<file path="src/rtl/core/bchl_pkg.sv">
// Types, constants and the lowest-button search for the button lock block.
`timescale 1ns / 1ps
package bchl_pkg;

	localparam int MASK_W       = 16;
	localparam int POS_W        = 4;
	localparam int TIME_W       = 32;
	localparam int BUTTON_COUNT = 16;

	localparam logic [MASK_W-1:0] PREV_RESET      = 16'hFFFF;
	localparam logic [MASK_W-1:0] LOCK_HOLD_RESET = 16'd1500;
	localparam logic [POS_W-1:0]  START_RESET     = 4'd14;
	localparam logic [POS_W-1:0]  STOP_RESET      = 4'd15;

	// Configuration register indexes.
	localparam logic [1:0] CFG_LOCK_HOLD = 2'd0;
	localparam logic [1:0] CFG_START     = 2'd1;
	localparam logic [1:0] CFG_STOP      = 2'd2;

	typedef struct packed {
		logic [MASK_W-1:0] lock_hold_ms;
		logic [POS_W-1:0]  start_index;
		logic [POS_W-1:0]  stop_index;
	} cfg_t;

	typedef struct packed {
		logic [TIME_W-1:0] now_ms;
		logic              wait_check;
		logic [MASK_W-1:0] second_reading;
		logic [MASK_W-1:0] first_reading;
	} item_t;

	typedef struct packed {
		logic              changed;
		logic [MASK_W-1:0] locked_mask;
		logic [MASK_W-1:0] pressed_mask;
		logic [MASK_W-1:0] reported_mask;
	} result_t;

	typedef struct packed {
		logic             found;
		logic [POS_W-1:0] pos;
	} btn_hit_t;

	// Priority-encode the lowest set bit inside the button range.
	function automatic btn_hit_t lowest_button(logic [MASK_W-1:0] mask);
		btn_hit_t r;
		r.found = 1'b0;
		r.pos   = '0;
		for (int i = BUTTON_COUNT - 1; i >= 0; i--) begin
			if (mask[i]) begin
				r.found = 1'b1;
				r.pos   = i[POS_W-1:0];
			end
		end
		return r;
	endfunction

endpackage

</file>
<file path="src/rtl/core/button_change_and_hold_lock_top.sv">
// Top level of the button change detector with hold-to-lock.
//
//  channel | direction | handshake          | payload
//  --------+-----------+--------------------+------------------------------------
//  s_*     | in        | s_tvalid/s_tready  | poll: two readings, wait flag, time
//  m_*     | out       | m_tvalid/m_tready  | result: changed, report/press/lock
//  cfg_*   | in        | cfg_we             | register index and write data
//
// One item per cycle unless m_tready stalls: a poll sits in the input register
// while the decision logic reads the button state, then moves to the result
// register. m_tvalid rises as the poll lands in the result register.
// The state registers advance only when the poll moves into the result register,
// so a stall on m_tready holds both the poll and the state.
// Reset (arst_n low) sets all buttons down in the state, no lock, timer at zero.
`timescale 1ns / 1ps
module button_change_and_hold_lock_top (
	input  logic        clk,
	input  logic        arst_n,
	input  logic        s_tvalid,
	output logic        s_tready,
	// [15:0] first_reading, [31:16] second_reading, [63:32] now_ms
	input  logic [63:0] s_tdata,
	// [0] wait_check
	input  logic        s_tuser,
	output logic        m_tvalid,
	input  logic        m_tready,
	// [15:0] reported_mask, [31:16] pressed_mask, [47:32] locked_mask
	output logic [47:0] m_tdata,
	// [0] changed
	output logic        m_tuser,
	input  logic        cfg_we,
	input  logic [1:0]  cfg_index,
	input  logic [15:0] cfg_wdata
);
	import bchl_pkg::*;

	cfg_t    cfg_q;
	item_t   item_s1;
	logic    valid_s1;
	result_t res, result_q;
	logic    m_tvalid_q;
	logic    advance;

	// Move the poll on whenever the result register is free or being drained.
	assign advance  = !m_tvalid_q || m_tready;
	assign s_tready = !valid_s1 || advance;

	// Register writes; an index beyond the list is dropped.
	always_ff @(posedge clk or negedge arst_n) begin
		if (!arst_n) begin
			cfg_q.lock_hold_ms <= LOCK_HOLD_RESET;
			cfg_q.start_index  <= START_RESET;
			cfg_q.stop_index   <= STOP_RESET;
		end else if (cfg_we) begin
			unique case (cfg_index)
				CFG_LOCK_HOLD: cfg_q.lock_hold_ms <= cfg_wdata;
				CFG_START:     cfg_q.start_index  <= cfg_wdata[POS_W-1:0];
				CFG_STOP:      cfg_q.stop_index   <= cfg_wdata[POS_W-1:0];
				default: ;
			endcase
		end
	end

	// Input register: hold the poll until the result side can take it.
	always_ff @(posedge clk or negedge arst_n) begin
		if (!arst_n)
			valid_s1 <= 1'b0;
		else if (s_tready)
			valid_s1 <= s_tvalid;
	end

	always_ff @(posedge clk) begin
		if (s_tready && s_tvalid) begin
			item_s1.first_reading  <= s_tdata[15:0];
			item_s1.second_reading <= s_tdata[31:16];
			item_s1.now_ms         <= s_tdata[63:32];
			item_s1.wait_check     <= s_tuser;
		end
	end

	bchl_engine u_engine (
		.clk    (clk),
		.arst_n (arst_n),
		.en     (valid_s1 && advance),
		.item   (item_s1),
		.cfg    (cfg_q),
		.res    (res)
	);

	// Result register: load when advancing, hold while stalled.
	always_ff @(posedge clk or negedge arst_n) begin
		if (!arst_n)
			m_tvalid_q <= 1'b0;
		else if (advance)
			m_tvalid_q <= valid_s1;
	end

	always_ff @(posedge clk) begin
		if (advance && valid_s1)
			result_q <= res;
	end

	assign m_tvalid = m_tvalid_q;
	assign m_tuser  = result_q.changed;
	assign m_tdata  = {result_q.locked_mask, result_q.pressed_mask, result_q.reported_mask};

endmodule

</file>
<file path="src/rtl/core/bchl_engine.sv">
// Button state, lock and hold timer with the per-poll decision logic.
`timescale 1ns / 1ps
module bchl_engine (
	input  logic             clk,
	input  logic             arst_n,
	input  logic             en,
	input  bchl_pkg::item_t  item,
	input  bchl_pkg::cfg_t   cfg,
	output bchl_pkg::result_t res
);
	import bchl_pkg::*;

	logic [MASK_W-1:0] prev_q, lock_q, prev_n, lock_n, pressed;
	logic [TIME_W-1:0] hold_q, hold_n, elapsed;
	logic              ignore, chg;
	btn_hit_t          p_hit, o_hit, l_hit;

	// Clear is allowed unless the trigger is start while the lock is stop.
	function automatic logic clear_ok(btn_hit_t held, logic [POS_W-1:0] btn,
			cfg_t c);
		return held.found && (btn != c.start_index || held.pos != c.stop_index);
	endfunction

	always_comb begin
		ignore  = item.wait_check && (item.first_reading != item.second_reading);
		chg     = !ignore && (item.first_reading != prev_q);
		pressed = chg ? (item.first_reading & ~prev_q) : '0;
		p_hit   = lowest_button(pressed);
		o_hit   = lowest_button(prev_q);
		l_hit   = lowest_button(lock_q);
		elapsed = item.now_ms - hold_q;

		prev_n = prev_q;
		lock_n = lock_q;
		hold_n = hold_q;
		res.reported_mask = '0;

		if (chg) begin
			prev_n = item.first_reading;
			res.reported_mask = item.first_reading;
			if (p_hit.found) begin
				res.reported_mask = item.first_reading | lock_q;
				if (clear_ok(l_hit, p_hit.pos, cfg))
					lock_n = '0;
				hold_n = item.now_ms;
			end else if (o_hit.found && lock_q != prev_q) begin
				if (clear_ok(l_hit, o_hit.pos, cfg))
					lock_n = '0;
			end
		end else if (!ignore && prev_q != '0 && lock_q == '0) begin
			if (elapsed > {{(TIME_W-MASK_W){1'b0}}, cfg.lock_hold_ms})
				lock_n = prev_q;
		end

		res.changed      = chg;
		res.pressed_mask = pressed;
		res.locked_mask  = lock_n;
	end

	always_ff @(posedge clk or negedge arst_n) begin
		if (!arst_n) begin
			prev_q <= PREV_RESET;
			lock_q <= '0;
			hold_q <= '0;
		end else if (en) begin
			prev_q <= prev_n;
			lock_q <= lock_n;
			hold_q <= hold_n;
		end
	end

endmodule

</file>
<file path="config.mk">
export PLATFORM = sky130hd
export DESIGN_NAME = button_change_and_hold_lock_top
export DESIGN_NICKNAME = d
export VERILOG_FILES = /design/src/rtl/core/bchl_pkg.sv /design/src/rtl/core/button_change_and_hold_lock_top.sv /design/src/rtl/core/bchl_engine.sv
export SDC_FILE = /design/constraint.sdc
export NUM_CORES = 1
export LEC_CHECK = 0
export ABC_AREA = 0
export CAP_MARGIN = 10
export CORE_MARGIN = 10
export CORE_UTILIZATION = 33
export CTS_BUF_LIST = sky130_fd_sc_hd__clkbuf_16
export DETAILED_ROUTE_END_ITERATION = 6
export DONT_BUFFER_PORTS = 1
export GPL_ROUTABILITY_DRIVEN = 0
export PLACE_DENSITY = 0.59
export SLEW_MARGIN = 10
export SYNTH_ARGS = -nofsm -noshare
export SYNTH_HDL_FRONTEND = slang
export SYNTH_SLANG_ARGS = --single-unit
</file>
<file path="constraint.sdc">
create_clock -name clk -period 4.3 [get_ports clk]
set_input_delay 0.86 -clock clk [delete_from_list [all_inputs] [get_ports clk]]
set_output_delay 0.86 -clock clk [all_outputs]
set_load 0.05 [all_outputs]
</file>
; Word level (Yosys, flattened, before mapping)
; Cells that the tools add are included.
[classes]
n_addsub = 1
magnitude_cmp = 1
n_eq_ne = 8
mux = 57
n_bitwise = 3
n_reduce_logical = 24
[ops]
columns = cell, n
row1 = 2-to-1 mux 5 bit, 48
row2 = 2-to-1 mux 16 bit, 9
row3 = != test 16 bit, 3
row4 = greater-than comparator 32 x 16 -> 1 bit, 1
row5 = subtractor 32 bit, 1
row6 = bitwise AND 16 bit, 1
row7 = zero test 16 bit, 1
row8 = NOT 16 bit, 1
row9 = OR 16 bit, 1
row10 = nonzero test 16 bit, 1
row11 = != test 4 bit, 3
row12 = logical AND 1 bit, 9
row13 = AND reduction 2 bit, 4
row14 = logical OR 1 bit, 4
row15 = zero test 1 bit, 3
row16 = AND reduction 3 bit, 1
row17 = "== test 2 x 1 -> 1 bit, second input constant", 1
row18 = "== test 2 bit, second input constant", 1
row19 = zero test 2 bit, 1
[word_totals]
reg_bits = 204
input_bits = 88
output_inout_bits = 51

; Logic depth before layout (Yosys ltp)
[logic_depth]
word_depth = 27
ltp_mapped = 23
depth_no_buf = 21

; Modules after synthesis
; A second synthesis with hierarchy kept.
[unflattened]
cells_unflattened = 1006
area_unflattened_um2 = 11165.7
[modules_own_cells]
columns = mod, instances, cells_per_inst, area_each_um2
row1 = bchl_engine, 1, 832, 6716.4
row2 = button_change_and_hold_lock_top, 1, 174, 4449.3

; Worst setup path before layout
; No wires, ideal clock.
[synth_timing]
path_type = register to register
from = register item_s1[33] (netlist name)
to = register result_q (netlist bit m_tdata[37]) (data pin)
setup_ps = 257
arrival_time_ps = 4026
t_required_ps = 4043
slack_ps = 17
path_stages_with_launch = 24
synth_period_minus_slack_ps = 4283
path_cell_list = edfxtp_1 -> inv_1 -> ha_1 -> inv_1 -> fa_1 -> a211oi_1 -> o21ai_1 -> o21ai_1 -> a21oi_1 -> nor2_1 -> xnor2_1 -> ha_1 -> nand2_1 -> nor3_1 -> a2111oi_0 -> o21ai_0 -> o221ai_1 -> nor4b_4 -> nand3_1 -> nor3_1 -> nand4bb_1 -> buf_2 -> buf_6 -> a32o_1
[synth_rtl]
columns = item, line
row1 = "start, declared", button_change_and_hold_lock_top.sv:38  ; item_t item_s1;
row2 = "end signal, assigned", button_change_and_hold_lock_top.sv:100  ; result_q <= res;
row3 = "end, declared", button_change_and_hold_lock_top.sv:40  ; result_t res, result_q;

==> impl_results.md <==
- Status: finished, violations left
- Failing checks: negative setup slack
- Clock Root Buffer: clkbuf_16
- Avg Cell Area, Syn: 10.6 sq um
- Initial antenna violation count: 1
- Routed vias/inst: 5.25
- Global-route wire length before repair: 45300 um
- WL/cell: 19.4 um
- Layout cells sized above 1: 13.7%
- Worst reg2reg startpoint: item_s1[33]
- Fin crit period: 4.34 ns
- Slowest CP cell: edfxtp_1
- Bufs on Longest Clock Path: 3
- Initial Util: 33.4%
- Tcrit/Tclk final: 101%
- Max Slew Vio Count: 0
- Power per cell area: 513 nW/um^2
- Slew headroom: 28.5%
- Syn Inst Count: 1020
- Setup crit start kind: register
- Area Growth Syn to Fin: 13.4%
- VDD IR max: 0.000289 V
- Core ar.: 32500 sq um
- Die width: 201 um
- Final hold vios: 0
- Slew of the pin with the lowest slew margin: 1.07 ns
- Most used cell, CP: o21ai_2
- Largest net degree at the start of global routing: 91
- Worst Path Arrival: 4.62 ns
- Final setup violation count: 9
- Crit Path Class: reg -> reg
- WL final: 28800 um
- Pre-antenna DRT Iters: 6
- DRC violations left: 0
- Die area: 40600 sq um
- Final setup margin: -0.0415 ns
- Placed cells: 1438
- Fill count: 3235
- Commonest non-fill, non-tap cells in the layout: 114 x edfxtp_1, 94 x nand2_1, 84 x inv_1
- Number of synthesized flops with an enable pin: 114
- Crit end category: register
- Fmax: 0.230 GHz
- Critical path cell sequence: inv_1, ha_2, inv_2, fa_2, a211oi_2, o21ai_2, o21ai_2, buf_4, nand2_2, xor2_1, ha_1, nand4_1, nor3_2, a2111oi_2, o21ai_1, o221ai_1, nor4b_4, nand3_1, nor3_1, nand4bb_1, buf_6, a32o_1
- HPWL Detailed: 21100 um
- Fin cells: 1489
- Commonest non-fill, non-tap cell in the layout: edfxtp_1
- DIE HEIGHT: 201 um
- Worst hold-check path type: in -> async
- 1st-iter DRT viols: 610
- Multi-input logic area: 4700 sq um
- CTS Buf Count: 24
- Post-Syn Area: 10900 sq um
- Worst Path Max Fanout: 8
- Sink Count: 204
- Vias in the first global route: 7739
- Total gr overflow: 0
- LEAKAGE: 4.81 nW
- CP Launch Point: item_s1[33]
- Max cap viols: 0
- Worst-Skew Late Latency: 0.53 ns
- Number of hold buffers added after cts: 0
- YS warnings: 0
- Distinct cells, synth: 77
- RSZ-0062 raised after global routing: yes
- Yosys reg bits: 204
- Critical path required time: 4.58 ns
- Max incr delay on CP: 0.38 ns
- Fin nets: 1180
- Nets in the synthesized netlist: 1172
- Worst Skew: 0.0214 ns
- Antenna viol nets, final: 0
- Seq. cell area: 5710 sq um
- Core Util, Final: 37.8%
- Global-route usage over all layers: 13.8%
- Sequential area share after synthesis: 52.6%
- Main flop type after synthesis: edfxtp_1
- Vias: 7814
- PortBufs: 0
- Asr flop ratio synth: 44.1%
- H-tree levels: 1
- CTS clock-pin slew for the worst setup and hold paths: 0.06 ns
- FP Rows: 66
- Top Ports: 139
- CTS tree: built
- Hold WS: 0.0412 ns
## worst max-delay path: cells and delay by family, from the launching register on
kind            cells  cell delay, ns
compound gates      7            1.31
xor+xnor            1            0.15
fa+ha+maj           3            0.81
buf+inv             4            0.47
flops               1            0.38
simple gates        7            0.97
## logic make-up (layout without fill, tap and decap cells)
group           Yosys count  after routing  synth area share (%)
compound gates          269            269                  16.3
xor+xnor                 61             61                  4.92
fa+ha+maj                64             64                  7.45
buf+inv                 132            158                  4.74
flops                   204            204                  52.6
mux                      11             11                  1.14
other cells               0              1                     0
simple gates            279            279                  12.8
## layer usage
metal | vias up | track usage (%) | share of wire [%] | routed length (um)
li1 | 3732 | - | - | -
met4 | 0 | 3.49 | 2.4 | 683
met3 | 44 | 2.73 | 5.2 | 1510
met1 | 3805 | 18.2 | 45 | 12900
met5 | - | 0 | 0 | 0
met2 | 233 | 22.7 | 48 | 13700
## registers in the layout, indices dropped and copies added (netlist names), 16 cells and up
name / cells
item_s1: 65
m_tdata: 48
u_engine.hold_q: 32
cfg_q: 24
u_engine.lock_q: 16
u_engine.prev_q: 16
## cell usage after synthesis, types with 10 or more instances
cell type | number | share of area (%)
and2_1 | 13 | 0.75
nand2b_1 | 14 | 0.81
nand4_1 | 21 | 1.2
dfstp_2 | 30 | 7.3
xor2_1 | 26 | 2.1
ha_1 | 63 | 7.3
dfrtp_1 | 60 | 14
inv_1 | 80 | 2.8
mux2_2 | 11 | 1.1
edfxtp_1 | 114 | 32
o21ai_0 | 80 | 3.7
xnor2_1 | 35 | 2.8
clkbuf_1 | 46 | 1.6
a21oi_1 | 59 | 2.7
a211oi_1 | 10 | 0.69
nor3_1 | 19 | 0.88
a22o_1 | 16 | 1.3
nor4_1 | 18 | 1.0
nand2_1 | 96 | 3.3
a32o_1 | 17 | 1.6
nor2_1 | 56 | 1.9
## worst paths after layout
check                                       to  slack (ns)  cells after the start
max in group asynchronous            cfg_q[15]        3.99                      0
min in group clk                   item_s1[57]        0.42                      0
max                                m_tdata[43]       -0.04                     22
min reg2reg                u_engine.hold_q[26]        0.49                      2
max reg2reg                        m_tdata[43]       -0.04                     22
min                        u_engine.lock_q[13]        0.04                      0
## power breakdown
part | internal, mW | leakage (nW) | switching (mW)
Sequential | 2.35 | 2.19 | 0.316
Clock | 1.11 | 0.392 | 0.823
Combinational | 0.746 | 2.23 | 0.964
## repair_timing
action                                  4_1_cts  5_1_grt
gates cloned                                  1        0
pin swaps                                    15       16
setup buffers                                 4        1
hold endpoints to repair                      0        0
endpoints found under the setup margin       32       32
gates resized for setup                      16        8
## final cells by class
| cell class | instances | area share (%) |
|---|---|---|
| sequential | 204 | 46.4 |
| timing repair buffer | 34 | 2.34 |
| tap | 442 | 4.49 |
| antenna | 1 | 0.0203 |
| clock inverter | 19 | 1.03 |
| inverter | 80 | 2.44 |
| multi-input combinational | 684 | 38.2 |
| clock buffer | 25 | 5.08 |
## metrics by stage
| stage | instance area [sq um] | setup WS, ns | setup TNS (ns) | power (mW) |
|---|---|---|---|---|
| 2_1_floorplan | 10900 | 0.0168 | 0 | 3.86 |
| 3_3_place_gp | 11400 | -0.250 | -4.34 | 4.30 |
| 3_5_place_dp | 11400 | -0.332 | -6.96 | 4.33 |
| 4_1_cts | 12300 | -0.204 | -3.04 | 6.35 |
| 5_1_grt | 12300 | -0.310 | -4.35 | 6.69 |
| 6_report | 12300 | -0.0415 | -0.195 | 6.32 |
Note: power is estimated with default switching activity, not from simulation.
